[src/rtl/core/hsd_isqrt_cell.sv]
// One bit of a digit-recurrence integer square root with its register.
// Depends on nothing but its parameters.
module hsd_isqrt_cell #(
	parameter int NW = 64,
	parameter int I  = 0
) (
	input  logic          clk,
	input  logic          en,
	input  logic [NW-1:0] n_i,
	input  logic [NW-1:0] r_i,
	output logic [NW-1:0] n_o,
	output logic [NW-1:0] r_o
);

	localparam logic [NW:0] BIT = (NW + 1)'(1) << (NW - 2 - 2 * I);

	logic [NW:0] trial;
	logic        take;

	// Try to subtract the candidate; the remainder keeps what is left.
	assign trial = {1'b0, r_i} + BIT;
	assign take  = {1'b0, n_i} >= trial;

	always_ff @(posedge clk) begin
		if (en) begin
			n_o <= take ? n_i - trial[NW-1:0] : n_i;
			r_o <= take ? (r_i >> 1) + BIT[NW-1:0] : r_i >> 1;
		end
	end

endmodule

[config.mk]
export PLATFORM = sky130hd
export DESIGN_NAME = hsd_isqrt_cell
export DESIGN_NICKNAME = d
export VERILOG_FILES = /design/src/rtl/core/hsd_isqrt_cell.sv
export SDC_FILE = /design/constraint.sdc
export NUM_CORES = 1
export LEC_CHECK = 0
export ABC_AREA = 1
export ABC_CLOCK_PERIOD_IN_PS = 1850
export BUFFER_PORTS_ARGS = -buffer_cell sky130_fd_sc_hd__clkbuf_2
export CAP_MARGIN = 20
export CELL_PAD_IN_SITES_DETAIL_PLACEMENT = 1
export CELL_PAD_IN_SITES_GLOBAL_PLACEMENT = 2
export CORE_MARGIN = 3
export CORE_UTILIZATION = 26
export DETAILED_ROUTE_END_ITERATION = 10
export PLACE_DENSITY = 0.85
export SYNTH_ARGS = -nofsm -noshare
export SYNTH_HDL_FRONTEND = slang
export SYNTH_SLANG_ARGS = --single-unit
[constraint.sdc]
create_clock -name clk -period 1.85 [get_ports clk]
set_clock_uncertainty 0.1 [all_clocks]
set_input_delay 0.0925 -clock clk [delete_from_list [all_inputs] [get_ports clk]]
set_output_delay 0.0925 -clock clk [all_outputs]
set_load 0.005 [all_outputs]
==> qor.txt, run 1 <==
crit path kind - in2reg
Seq/Total Area, Yosys - 34.6%
post-synth top area share - 34.6%
DRT Wirelength - 60.0 mm
Vias per Instance - 4.53
maximum clock rate - 517 MHz
fin worst setup slack - -83.5 ps
vias - 13,800
Antenna Nets Post-Route - 0
failing checks - setup timing
total grt overflow - 0
min-delay worst type - in2reg
top cell type by total area after synthesis - edfxtp_1
fin. max-slew vios - 0
H-tree levels - 4
Tmin final - 1930 ps
Total Power - 12.8 mW
Worst-Margin Slew - 414 ps
First-pass DRT Iterations - 5
power per cell area - 624 nW/um2
Cell variety after synth - 31
final setup violation count - 63
DIE WIDTH - 213 um
CTS tree - yes
Fillers - 5,175
crit path DAT - 2180 ps
fin nets - 2,690
initial DRC count - 615
synth top area cells - edfxtp_1, nand2_1, inv_1
IO buf count - 257
clk sink count - 128
CORE AREA - 42,100 um2
layout cell share with drive strength beyond 1 - 45.5%
Crit Path Max Fanout - 7
Final period util - 105%
most frequent CP cell - nand2_2
crit-path cells - clkbuf_2, inv_1, ha_4, buf_6, nand2_4, nor2_4, nand2_4, nor4_4, nand2_2, buf_6, nand2_8, buf_12, clkbuf_16, nand2_2, nand2_2
final core utilization - 48.8%
syn avg cell area - 6.42 um2
Yosys reg bits - 128
DR WL/cell - 19.7 um
DRC Markers - 0
DIE AREA - 45,300 um2
RSZ-0062 raised after global routing - yes
sequential cell area - 3840 um2
nature of the critical path endpoint - register
cell row count - 75
final hold vios - 0
Area Overhead vs Synth - 84.8%
max-cap violations - 0
Max VDD drop - 0.000680 V
IO Count - 258
CP Launch Type - input pin
cell area after synthesis - 11,100 um2
vias in the first global route - 14,600
Ys Warns - 0
worst hold path depth - 5
initial antenna violation count - 0
largest net degree at the start of global routing - 55
Required @ worst endpoint - 2100 ps
syn_nets - 1,928
Die Y - 213 um
Post-Synthesis Cells - 1,732
CP peak stage delay - 360 ps
Leakage - 10.9 nW
Placer Congestion - 0.896
Overall Global Routing Usage - 25.3%
Crit-path slowest cell - nor4_4
Rel. slew slack - 72.2%
DP Wirelength - 42.9 mm
outcome - finished, violations left
starting density of the core - 26.4%
Antenna Cells - 0
first-pass GRT wire length - 85.1 mm
total CTS buffers - 17
clk root buf - clkbuf_16
multi-input logic area - 7910 um2
CTS max path bufs - 2
Clk pin slew, worst setup/hold paths - 60 ps
==> cells in the mapped netlist <==
cell and number:
nand2_1 725, inv_1 398, nand3_1 132, edfxtp_1 128
nor2_1 98, ha_1 65, a21oi_1 42, xor2_1 30
nor2_2 16, nand3b_1 15, buf_2 12, inv_2 11
nor3_1 8, o21ai_0 8, nand2_2 7, nand4_1 7
buf_6 6, nor4_1 5, and3_1 3, buf_4 3
nor2_4 3, a21oi_2 1, and2_1 1, clkinv_1 1
fa_1 1, nand2_4 1, nand3_2 1, nor3b_1 1
nor4_2 1, or2_2 1, xnor2_1 1
==> flip-flops by register name (all words and copies together) (netlist names) <==
register	count
n_o	64
r_o	64
==> routing by layer <==
layer  vias up  GRT usage [%]  share of wire, %
met2       289           43.3                49
met5         -              0                 0
met3        66           4.17               4.0
met4         0           6.65               2.5
li1       6783              -                 -
met1      6654           33.1                44
==> metrics by stage <==
step	hold WS (ps)	cell area, um2	setup TNS [ps]	setup slack (ps)	instances
global placement	186	16500	-48720	-816	2840
detailed placement	187	16500	-50990	-887	2840
finish	134	20600	-2550	-83.5	3045
floorplan	91.4	12100	-2920	-56.2	1732
CTS	18.8	19200	-1390	-61.0	3021
global route	144	20600	-6930	-182	3045
==> kinds of logic (layout without fill, tap and decap cells) <==
| kind of cell | after synthesis | after routing | synth area share, % |
|---|---|---|---|
| fa+ha+maj | 66 | 66 | 7.49 |
| flops | 128 | 128 | 34.6 |
| buf+inv | 431 | 1205 | 15.2 |
| compound gates | 51 | 51 | 2.33 |
| simple gates | 1025 | 1025 | 38.0 |
| xor+xnor | 31 | 31 | 2.44 |
==> what timing repair did <==
| action | 4_1_cts | 5_1_grt |
|---|---|---|
| hold buffers | 128 | 0 |
| resized for setup | 142 | 336 |
| gates cloned | 9 | 4 |
| setup endpoints to repair | 66 | 66 |
| pin swaps | 98 | 101 |
| setup buffers | 14 | 21 |
| hold endpoints to repair | 151 | 0 |
==> path summary, 6_finish.rpt <==
| kind | from | end |
|---|---|---|
| worst min-delay path | n_i[5] | n_o[5] |
| worst max-delay path | r_i[49] | n_o[27] |
==> cell usage in the layout (no fill, tap or decap), types with 55 or more instances in the layout <==
| master | count |
|---|---|
| ha_4 | 60 |
| nand3_2 | 77 |
| nand2_1 | 553 |
| edfxtp_1 | 128 |
| nand2_2 | 135 |
| nor2_1 | 58 |
| inv_1 | 346 |
| inv_2 | 55 |
| clkbuf_2 | 239 |
| buf_4 | 335 |
| dlygate4sd3_1 | 128 |
==> where the power goes <==
| group | switching [mW] | leakage, nW | internal [mW] |
|---|---|---|---|
| sequential | 0.113 | 1.25 | 3.62 |
| clock | 1.35 | 0.257 | 1.80 |
| combinational | 3.20 | 9.35 | 2.75 |
==> worst max-delay path: cells and delay by family <==
kind | cells | cell delay (ps)
adders and majority gates | 1 | 290
buffers and inverters | 6 | 750
and+or+nand+nor | 8 | 1020
==> area by class of cell <==
class | instances | area share [%]
Inverter | 410 | 7.59
Clock buffer | 21 | 2.14
Multi-Input combinational cell | 1173 | 38.5
Tap cell | 539 | 3.28
Timing Repair Buffer | 764 | 29.5
Sequential cell | 128 | 18.7
Clock inverter | 10 | 0.347
No activity file was read; power rests on OpenSTA's default activity.
==> run 2: changes to the inputs <==
Settings changed: CELL_PAD_IN_SITES_GLOBAL_PLACEMENT 2 to 1, CORE_UTILIZATION 26 to 35, PLACE_DENSITY 0.85 to 0.89.
==> run 2 against run 1 <==
  * The run still ends with setup timing left
  * Maximum frequency shrank 11%
  * Total power grew 2.9%
  * Cell count shrank 6.8%
  * Sequential cell count is the same
  * Sequential power grew 1%
  * Non-clock buffer count shrank 66
  * Clock power grew 20%
  * First-iteration DRC count grew 74%
  * Die area shrank 25%
  * Combinational power shrank 5.2%
  * Count of clock-buffer cells in the layout shrank 1
==> qor.txt, run 2 (same netlist as run 1, synthesis figures left out) <==
total grt overflow - 0 (unchanged)
Rel. slew slack - 71.0% (-1.2 points)
First-pass DRT Iterations - 5 (unchanged)
IO buf count - 257 (unchanged)
final setup violation count - 66 (+4.8%)
Final period util - 118% (+13 points)
total CTS buffers - 17 (unchanged)
Crit Path Max Fanout - 4 (-3)
clk root buf - clkbuf_16
met1 GRT Util - 43.6% (+11 points)
clk sink count - 128 (unchanged)
DIE WIDTH - 184 um (-13%)
Placer Congestion - 0.923 (+3.1%)
DP Wirelength - 43.5 mm (+1.3%)
Fillers - 3,909 (-24%)
final hold vios - 0 (unchanged)
CORE AREA - 31,000 um2 (-26%)
power per cell area - 699 nW/um2 (+12%)
Antenna Nets Post-Route - 0 (unchanged)
worst hold path depth - 3 (-2)
cell row count - 64 (-15%)
max-cap violations - 0 (unchanged)
fin worst setup slack - -332 ps (-248 ps)
crit path kind - in2reg
Leakage - 10.2 nW (-5.7%)
Place WS - -885 ps (+2.11 ps)
clock share of power - 28.7% (+4.1 points)
maximum clock rate - 458 MHz (-11%)
Max VDD drop - 0.000642 V (-5.6%)
RSZ-0062 raised after global routing - yes
Worst-Margin Slew - 435 ps (+20.9 ps)
commonest non-fill, non-tap cell in the layout - nand2_1
largest net degree at the start of global routing - 43 (-22%)
initial antenna violation count - 1 (+1)
Tmin final - 2180 ps (+248 ps)
Clk pin slew, worst setup/hold paths - 70 ps (about the same)
register share of total power - 28.6% (-0.5 points)
Power Internal - 8.24 mW (+0.92%)
Sw Ratio - 37.6% (+1.2 points)
outcome - finished, violations left
combinational power share - 42.7% (-3.7 points)
vias - 15,000 (+8.8%)
starting density of the core - 35.9% (+9.5 points)
failing checks - setup timing
IO Count - 258 (unchanged)
fin. max-slew vios - 0 (unchanged)
Vias per Instance - 5.29 (+17%)
crit path DAT - 2290 ps (+110 ps)
P_sw - 4.96 mW (+6.4%)
WHS Endpoint - n_o[1]
first-pass GRT wire length - 98.1 mm (+15%)
DRT Wirelength - 69.3 mm (+16%)
met3 Usage GRT - 6.30% (+2.1 points)
min-delay src - n_i[1]
setup TNS - -16,480 ps (-13,930 ps)
min-delay worst type - in2reg
design area - 18,900 um2 (-8.1%)
nature of the critical path endpoint - register
GR Util met2 - 69.4% (+26 points)
CTS tree - yes
fin nets - 2,624 (-2.5%)
DIE AREA - 34,000 um2 (-25%)
Area Overhead vs Synth - 69.7%
initial DRC count - 1,071 (+74%)
Required @ worst endpoint - 1960 ps (-140 ps)
layout cell share with drive strength beyond 1 - 38.5% (-6.9 points)
grt peak-use layer - met2
CTS max path bufs - 2 (unchanged)
vias in the first global route - 16,500 (+13%)
H-tree levels - 4 (unchanged)
CP Launch Type - input pin
DR WL/cell - 24.4 um (+24%)
DRC Markers - 0 (unchanged)
Antenna Cells - 0 (unchanged)
Overall Global Routing Usage - 38.5% (+13 points)
most frequent cells in the layout - nand2_1, inv_1, buf_4
Die Y - 184 um (-13%)
biggest regs - n_o: 64 flops, r_o: 64 flops
placed cell areas - 16,100 um2 (-2.4%)
==> run 2: through the flow <==
step	power [mW]	utilization (%)	hold slack, ps	instances
2_1_floorplan	5.91	-	91.4	1732
3_3_place_gp	7.92	51.9	185	2674
3_5_place_dp	8.18	51.9	188	2674
4_1_cts	12.3	58.8	2.35	2831
5_1_grt	13.6	60.9	16.6	2837
6_report	13.2	60.9	18.9	2837
==> run 2: cell type report <==
cell class                      instances  area [um2]  share of cell area [%]
Timing Repair Buffer                  698        5150                    27.3
Clock inverter                         12         166                   0.881
Inverter                              410        1540                    8.16
Tap cell                              396         495                    2.62
Multi-Input combinational cell       1173        7250                    38.4
Sequential cell                       128        3840                    20.4
Clock buffer                           20         437                    2.31
==> run 2: what timing repair did <==
item                                    CTS  global route
endpoints found under the hold margin   143             0
cloned                                    3             5
resized for setup                        67           156
endpoints found under the setup margin   66            66
setup buffers                             4             3
pin swaps                                 3            32
hold buffers                            118             0
==> run 2: worst max path at each step <==
stage	start	endpoint	depth (start not counted)
6_report	r_i[19]	n_o[38]	15
4_1_cts	r_i[62]	n_o[58]	16
5_1_grt	n_i[0]	n_o[48]	16
3_5_place_dp	r_i[62]	n_o[36]	15
2_1_floorplan	r_i[63]	n_o[10]	15
3_3_place_gp	r_i[63]	n_o[27]	15
==> run 2: routing by layer <==
layer,vias up,share of wire (%)
met4,2,6.9
met5,-,0.019
met2,838,49
met3,284,6.9
li1,6645,-
met1,7239,37
==> run 2: critical path: stages <==
cell      delay, ps
clkbuf_2        100
inv_1            70
ha_4            320
nand2_1         130
nor2_1          350
nand2_1         190
inv_1           120
nand3_1         100
nand3_2         190
buf_4           140
nand2_1         120
nand3_1         140
nand2_1          90
nand2_2          70
nand2_1          60
==> run 2: power groups by stage <==
stage	sequential, mW	clock (mW)	combinational (mW)
after global routing	3.79	3.88	5.96
after detailed placement	3.79	0	4.39
after CTS	3.74	3.70	4.87
final	3.77	3.79	5.64
after floorplan	3.80	0	2.10
after global placement	3.77	0	4.16
