===== src/rtl/core/hsd_pkg.sv =====
// Shared constants, sideband type and elaboration-time helpers for the
// haversine slant distance pipeline. Depends on nothing else.
package hsd_pkg;

	// Field widths of the channels and the radius register.
	localparam int LAT_W    = 24;
	localparam int LON_W    = 25;
	localparam int ALT_W    = 16;
	localparam int RADIUS_W = 33;
	localparam int DIST_W   = 31;
	localparam int HCM_W    = 24;

	// Default values of the top-level parameters.
	localparam int ANGLE_FRACTION_BITS = 16;
	localparam int CORDIC_STAGES       = 32;

	// Q30 datapath width, wide enough for pi and the CORDIC growth.
	localparam int Q_W = 34;
	localparam logic [63:0] ONE_Q30 = 64'd1 << 30;

	// Square-root chains: operand widths; one cell per result bit.
	localparam int HV_NW = 62;
	localparam int FR_NW = 64;

	localparam logic [RADIUS_W-1:0] RADIUS_RESET = 33'd6372797561;
	localparam logic [DIST_W-1:0]   DIST_MAX     = 31'h7FFFFFFF;

	// Coordinate limits, all strict.
	localparam int LAT_DEG = 90;
	localparam int LON_DEG = 180;
	localparam logic signed [ALT_W:0] ALT_MAX = 17'sd8848;
	localparam logic signed [ALT_W:0] ALT_MIN = -17'sd423;

	// Reciprocal of ten in Q40, rounded up; exact floor for values below 2^38.
	localparam logic [36:0] DIV10_M = 37'((64'd1 << 40) / 10 + 1);

	// Per-word data that rides beside the arithmetic.
	typedef struct packed {
		logic             ok;
		logic [HCM_W-1:0] h_cm;
	} sb_t;

	// Restoring long division, used only for constants.
	function automatic logic [63:0] udiv64(input logic [63:0] a, input logic [63:0] b);
		logic [64:0] rem;
		logic [63:0] q;
		rem = '0;
		q   = '0;
		for (int i = 63; i >= 0; i--) begin
			rem = {rem[63:0], a[i]};
			if (rem >= {1'b0, b}) begin
				rem  = rem - {1'b0, b};
				q[i] = 1'b1;
			end
		end
		return q;
	endfunction

	// Integer square root, floor, used only for constants.
	function automatic logic [63:0] isqrt64(input logic [63:0] n_in);
		logic [63:0] n;
		logic [63:0] r;
		logic [63:0] b;
		n = n_in;
		r = '0;
		b = 64'd1 << 62;
		for (int i = 0; i < 32; i++) begin
			if (n >= r + b) begin
				n = n - (r + b);
				r = (r >> 1) + b;
			end else begin
				r = r >> 1;
			end
			b = b >> 2;
		end
		return r;
	endfunction

	// Arctangent of 1/n in Q62 by its alternating series.
	function automatic logic [63:0] atan_recip(input logic [63:0] n);
		logic [63:0] term;
		logic [63:0] nn;
		logic [63:0] sum;
		logic [63:0] t;
		logic [63:0] k;
		term = udiv64(64'd1 << 62, n);
		nn   = n * n;
		sum  = '0;
		k    = '0;
		while (term != 64'd0) begin
			t = udiv64(term, 2 * k + 1);
			if (k[0]) begin
				sum = sum - t;
			end else begin
				sum = sum + t;
			end
			term = udiv64(term, nn);
			k    = k + 1;
		end
		return sum;
	endfunction

	// Quarter pi in Q62.
	function automatic logic [63:0] quarter_pi_q62();
		return 64'd4 * atan_recip(64'd5) - atan_recip(64'd239);
	endfunction

	localparam logic [63:0] QPI_Q62 = quarter_pi_q62();
	localparam logic signed [Q_W-1:0] PI_Q30 =
		Q_W'((QPI_Q62 + (64'd1 << 29)) >> 30);
	localparam logic signed [Q_W-1:0] HALF_PI_Q30 =
		Q_W'((QPI_Q62 + (64'd1 << 30)) >> 31);
	localparam logic [34:0] DEG2RAD_Q40 =
		35'((udiv64(QPI_Q62, 64'd45) + (64'd1 << 21)) >> 22);

	// CORDIC step angle atan(2^-i) in Q30, rounded to nearest. At step 31
	// the angle is just under half an LSB but is still taken as one.
	function automatic logic signed [Q_W-1:0] atan_q30(input int i);
		logic signed [Q_W-1:0] v;
		unique case (i)
			0: v = 34'sd843314857;
			1: v = 34'sd497837829;
			2: v = 34'sd263043837;
			3: v = 34'sd133525159;
			4: v = 34'sd67021687;
			5: v = 34'sd33543516;
			6: v = 34'sd16775851;
			7: v = 34'sd8388437;
			8: v = 34'sd4194283;
			9: v = 34'sd2097149;
			default: v = (i <= 30) ? (Q_W'(1) << (30 - i)) :
				((i == 31) ? Q_W'(1) : '0);
		endcase
		return v;
	endfunction

	// Start value for rotation chains: the inverse CORDIC gain in Q30.
	function automatic logic [63:0] cordic_inv_gain(input int stages);
		logic signed [63:0] x;
		logic signed [63:0] y;
		logic signed [63:0] z;
		logic signed [63:0] dx;
		logic signed [63:0] dy;
		logic [63:0] ax;
		logic [63:0] ay;
		logic [63:0] m;
		x = 64'sd1 << 30;
		y = '0;
		z = '0;
		for (int i = 0; i < stages; i++) begin
			dx = y >>> i;
			dy = x >>> i;
			if (z >= 0) begin
				x = x - dx;
				y = y + dy;
				z = z - 64'(atan_q30(i));
			end else begin
				x = x + dx;
				y = y - dy;
				z = z + 64'(atan_q30(i));
			end
		end
		ax = (x < 0) ? 64'(-x) : 64'(x);
		ay = (y < 0) ? 64'(-y) : 64'(y);
		m  = isqrt64(ax * ax + ay * ay);
		if (m == 64'd0) begin
			m = 64'd1;
		end
		return udiv64((64'd1 << 60) + (m >> 1), m);
	endfunction

endpackage


===== src/rtl/core/hsd_cordic_cell.sv =====
// One CORDIC micro-rotation with its output register.
// Depends on hsd_pkg for the datapath width and the step angles.
module hsd_cordic_cell #(
	parameter int I      = 0,
	parameter bit VECTOR = 1'b0
) (
	input  logic                             clk,
	input  logic                             en,
	input  logic signed [hsd_pkg::Q_W-1:0]   x_i,
	input  logic signed [hsd_pkg::Q_W-1:0]   y_i,
	input  logic signed [hsd_pkg::Q_W-1:0]   z_i,
	output logic signed [hsd_pkg::Q_W-1:0]   x_o,
	output logic signed [hsd_pkg::Q_W-1:0]   y_o,
	output logic signed [hsd_pkg::Q_W-1:0]   z_o
);

	localparam logic signed [hsd_pkg::Q_W-1:0] ATAN = hsd_pkg::atan_q30(I);

	logic signed [hsd_pkg::Q_W-1:0] dx;
	logic signed [hsd_pkg::Q_W-1:0] dy;
	logic                           up;

	// Rotation steers on the residual angle, vectoring on the sign of y.
	assign dx = y_i >>> I;
	assign dy = x_i >>> I;
	assign up = VECTOR ? y_i[hsd_pkg::Q_W-1] : ~z_i[hsd_pkg::Q_W-1];

	// Step register, advanced with the rest of the pipeline.
	always_ff @(posedge clk) begin
		if (en) begin
			x_o <= up ? x_i - dx : x_i + dx;
			y_o <= up ? y_i + dy : y_i - dy;
			z_o <= up ? z_i - ATAN : z_i + ATAN;
		end
	end

endmodule


===== config.mk =====
export PLATFORM = sky130hd
export DESIGN_NAME = hsd_cordic_cell
export DESIGN_NICKNAME = d
export VERILOG_FILES = /design/src/rtl/core/hsd_pkg.sv /design/src/rtl/core/hsd_cordic_cell.sv
export SDC_FILE = /design/constraint.sdc
export NUM_CORES = 1
export LEC_CHECK = 0
export BUFFER_PORTS_ARGS = -buffer_cell sky130_fd_sc_hd__buf_4
export CAP_MARGIN = 10
export CELL_PAD_IN_SITES_DETAIL_PLACEMENT = 0
export CELL_PAD_IN_SITES_GLOBAL_PLACEMENT = 1
export CORE_ASPECT_RATIO = 1.75
export CORE_UTILIZATION = 43
export CTS_CLUSTER_DIAMETER = 120
export CTS_CLUSTER_SIZE = 12
export DETAILED_ROUTE_END_ITERATION = 8
export GPL_ROUTABILITY_DRIVEN = 0
export HOLD_SLACK_MARGIN = 0.02
export PLACE_DENSITY_LB_ADDON = 0.05
export SYNTH_ARGS = -nofsm -noshare
export SYNTH_HDL_FRONTEND = slang
export SYNTH_SLANG_ARGS = --single-unit

===== constraint.sdc =====
create_clock -name clk -period 3.65 [get_ports clk]
set_clock_uncertainty 0.1 [all_clocks]
set_input_delay 0.1825 -clock clk [delete_from_list [all_inputs] [get_ports clk]]
set_output_delay 0.1825 -clock clk [all_outputs]
set_load 0.01 [all_outputs]

==> flow_summary.yaml <==
sta:
  finalCriticalPeriod_ns: 3.28
  relSlewSlack_pct: 54.8
  rsz0062_at_grt: "false"
  fmax_mhz: 305
  tns_ns: 0
  slew_violations: 0
  finalCritPeriodShare_pct: 89.9
  hold_violations: 0
  finalSetupViolations: 0
  fin_ws_ns: 0.368
  worstMarginPinSlew_ns: 0.678
clocking:
  clock_path_buffers: 2
  tritoncts: "yes"
  htreeDepth: 3
  clk_pin_slew_ns: 0.08
  ctsHoldBuffers: 1
  cts.repair.resized: 0
  post_cts_buffers: 0
  cts.sink_count: 101
  cts-root-buf: "clkbuf_16"
  numCtsBuffers: 9
critical_path:
  critPathMaxFanout: 3
  cp_slowest_cell: "dlygate4sd3_1"
  slowest_delay_ns: 0.53
  end_kind: "flip-flop"
  required_ns: 3.68
  startpoint_type: "input pin"
  cp.arrival_ns: 3.31
  cp_cell_sequence: "dlygate4sd3_1 > buf_4 > inv_1 > fa_1 > nor2b_1 > o211ai_1 > a31oi_1 > o21ai_1 > a21oi_1 > o21ai_1 > o311ai_2 > a21o_1 > a21oi_1 > xnor2_1"
  crit_type: "in2reg"
global_routing:
  grt_pass1_vias: 9569
  overflow: 0
  grt_max_degree: 58
  antenna_found_initial: 0
  grt_pass1_wl_um: 50700
  track_usage_pct: 27.3
synth:
  synth_top_family_by_area: "compound AO/OA/AOI/OAI gates"
  synth-xor-area-share_pct: 8.19
  syn-cell-area_sq_um: 10300
  syn_inst: 1190
  synthArstFlopShare_pct: 0
  synth_compound_area_share_pct: 23.9
  yosys_warnings: 0
  synthAdderAreaFrac_pct: 16.9
  synth_cell_types: 77
  synthFlopType: "edfxtp_1"
  synth_seq_area_share_pct: 29.6
  synth-simple-area-share_pct: 13.8
  syn_area_per_cell_sq_um: 8.62
  synth_seq_cells: 101
  synth-edff-count: 101
  synth_mux_area_share_pct: 1.56
  syn-num-nets: 1430
drt:
  drcViolationCount: 0
  wl_um: 33000
  vias: 9635
  wl_per_cell_um: 19.3
  drt_iter0_drc: 544
  drt.antenna.violating_nets: 0
  vias_per_cell: 5.64
  first_pass_iters: 7
outcome:
  run_status: "finished, final reports clean"
power:
  p_leak_nw: 5.70
  peakVddDrop_mv: 0.263
  finalPower_mw: 4.55
  power.density_nw_per_um2: 362
cells_and_area:
  fin_nets: 1640
  fill_cells: 2350
  antenna-diode-count: 0
  instances_no_fill: 1708
  drive_gt1_share_pct: 20.1
  area_growth_pct: 22.5
die:
  die_area_sq_um: 24500
  core_area_sq_um: 23400
  initial_utilization_pct: 43.8
  die_w_um: 119
  io_pins: 206
  die_h_um: 206
  rows: 74
run:
  maxCapViolations: 0
placement:
  io_buffer_count: 205
  post-place-ws_ns: 0.194
  dpl.hpwl_um: 26700
  post-place-cells: 1692
hold_path:
  worstHoldPathType: "in2reg"
-- final cells by class --
class | instances | area, sq um | share of cell area (%)
clock buffers | 10 | 229 | 1.82
well taps | 304 | 380 | 3.02
flip-flops and latches | 101 | 3030 | 24.1
inverters | 113 | 424 | 3.37
multi-input cells | 931 | 6600 | 52.5
repair buffers | 244 | 1850 | 14.7
clock inverters | 5 | 60.1 | 0.478
-- logic make-up after synthesis --
kind of cell    after synthesis
flops                       101
xor+xnor                     96
compound gates              397
buf+inv                     158
simple gates                286
fa+ha+maj                   136
mux                          16
-- cells in the mapped netlist, types with 7 or more instances --
master | count | area share [%]
a211oi_1 | 8 | 0.59
a21o_1 | 36 | 2.6
a21oi_1 | 152 | 7.4
a31oi_1 | 17 | 1.0
and3_1 | 10 | 0.61
buf_2 | 9 | 0.44
clkbuf_1 | 26 | 0.95
edfxtp_1 | 101 | 30
ha_1 | 132 | 16
inv_1 | 106 | 3.9
mux2i_1 | 16 | 1.6
nand2_1 | 50 | 1.8
nand2b_1 | 8 | 0.49
nand3_1 | 25 | 1.2
nand4_1 | 10 | 0.61
nor2_1 | 94 | 3.4
nor2b_1 | 20 | 1.2
nor3_1 | 23 | 1.1
nor4_1 | 9 | 0.55
o21a_1 | 7 | 0.51
o21ai_0 | 76 | 3.7
o21ai_1 | 16 | 0.78
o21bai_1 | 20 | 1.5
or3_1 | 8 | 0.49
xnor2_1 | 82 | 7.0
xor2_1 | 14 | 1.2
-- layer usage --
metal	track usage (%)	up-vias	wire [um]
met2	52.9	306	18200
met5	0	-	0
li1	-	4701	-
met3	3.48	115	1220
met4	20.8	0	2350
met1	25.8	4513	11300
-- final timing paths --
check,start,end,depth (start not counted)
setup / recovery,z_i[0],z_o[32],14
hold / removal,y_i[0],x_o[0],3
-- stage by stage --
stage                     utilization, %  cell area (sq um)  hold slack, ns
after floorplan                        -              10300           0.195
after global placement              52.4              12300           0.415
after detailed placement            52.4              12300           0.423
after CTS                           53.7              12600          0.0818
after global routing                53.7              12600          0.0950
final                               53.7              12600          0.0971
-- layout by cell type, fill, tap and decap left out, drive strengths merged, types with 14 or more instances in the layout --
cell	synthesis	routed
a21o	36	36
a21oi	152	152
a31oi	18	18
buf	19	243
edfxtp	101	101
ha	132	132
inv	110	112
mux2i	16	16
nand2	50	50
nand3	26	26
nor2	94	94
nor2b	20	20
nor3	25	25
o21ai	92	92
o21bai	20	20
xnor2	82	82
xor2	14	14
-- flip-flops by register name, summed over array words and instances, names as in the netlist --
register  count
y_o          33
x_o          34
z_o          34
-- power by group --
| part | internal, mW | total [mW] | switching (mW) | leakage, nW |
|---|---|---|---|---|
| clock | 0.532 | 1.01 | 0.473 | 0.139 |
| combinational | 0.859 | 1.94 | 1.08 | 4.57 |
| sequential | 1.54 | 1.61 | 0.0628 | 0.989 |
-- worst max-delay path, delay by kind of cell --
kind | cells | cell delay [ns]
and+or+nand+nor | 1 | 0.21
AOI/OAI and AO/OA | 8 | 1.61
adders and majority gates | 1 | 0.45
buffers and inverters | 3 | 0.71
xor gates and xnor gates | 1 | 0.13
No activity file was read; power rests on OpenSTA's default activity.
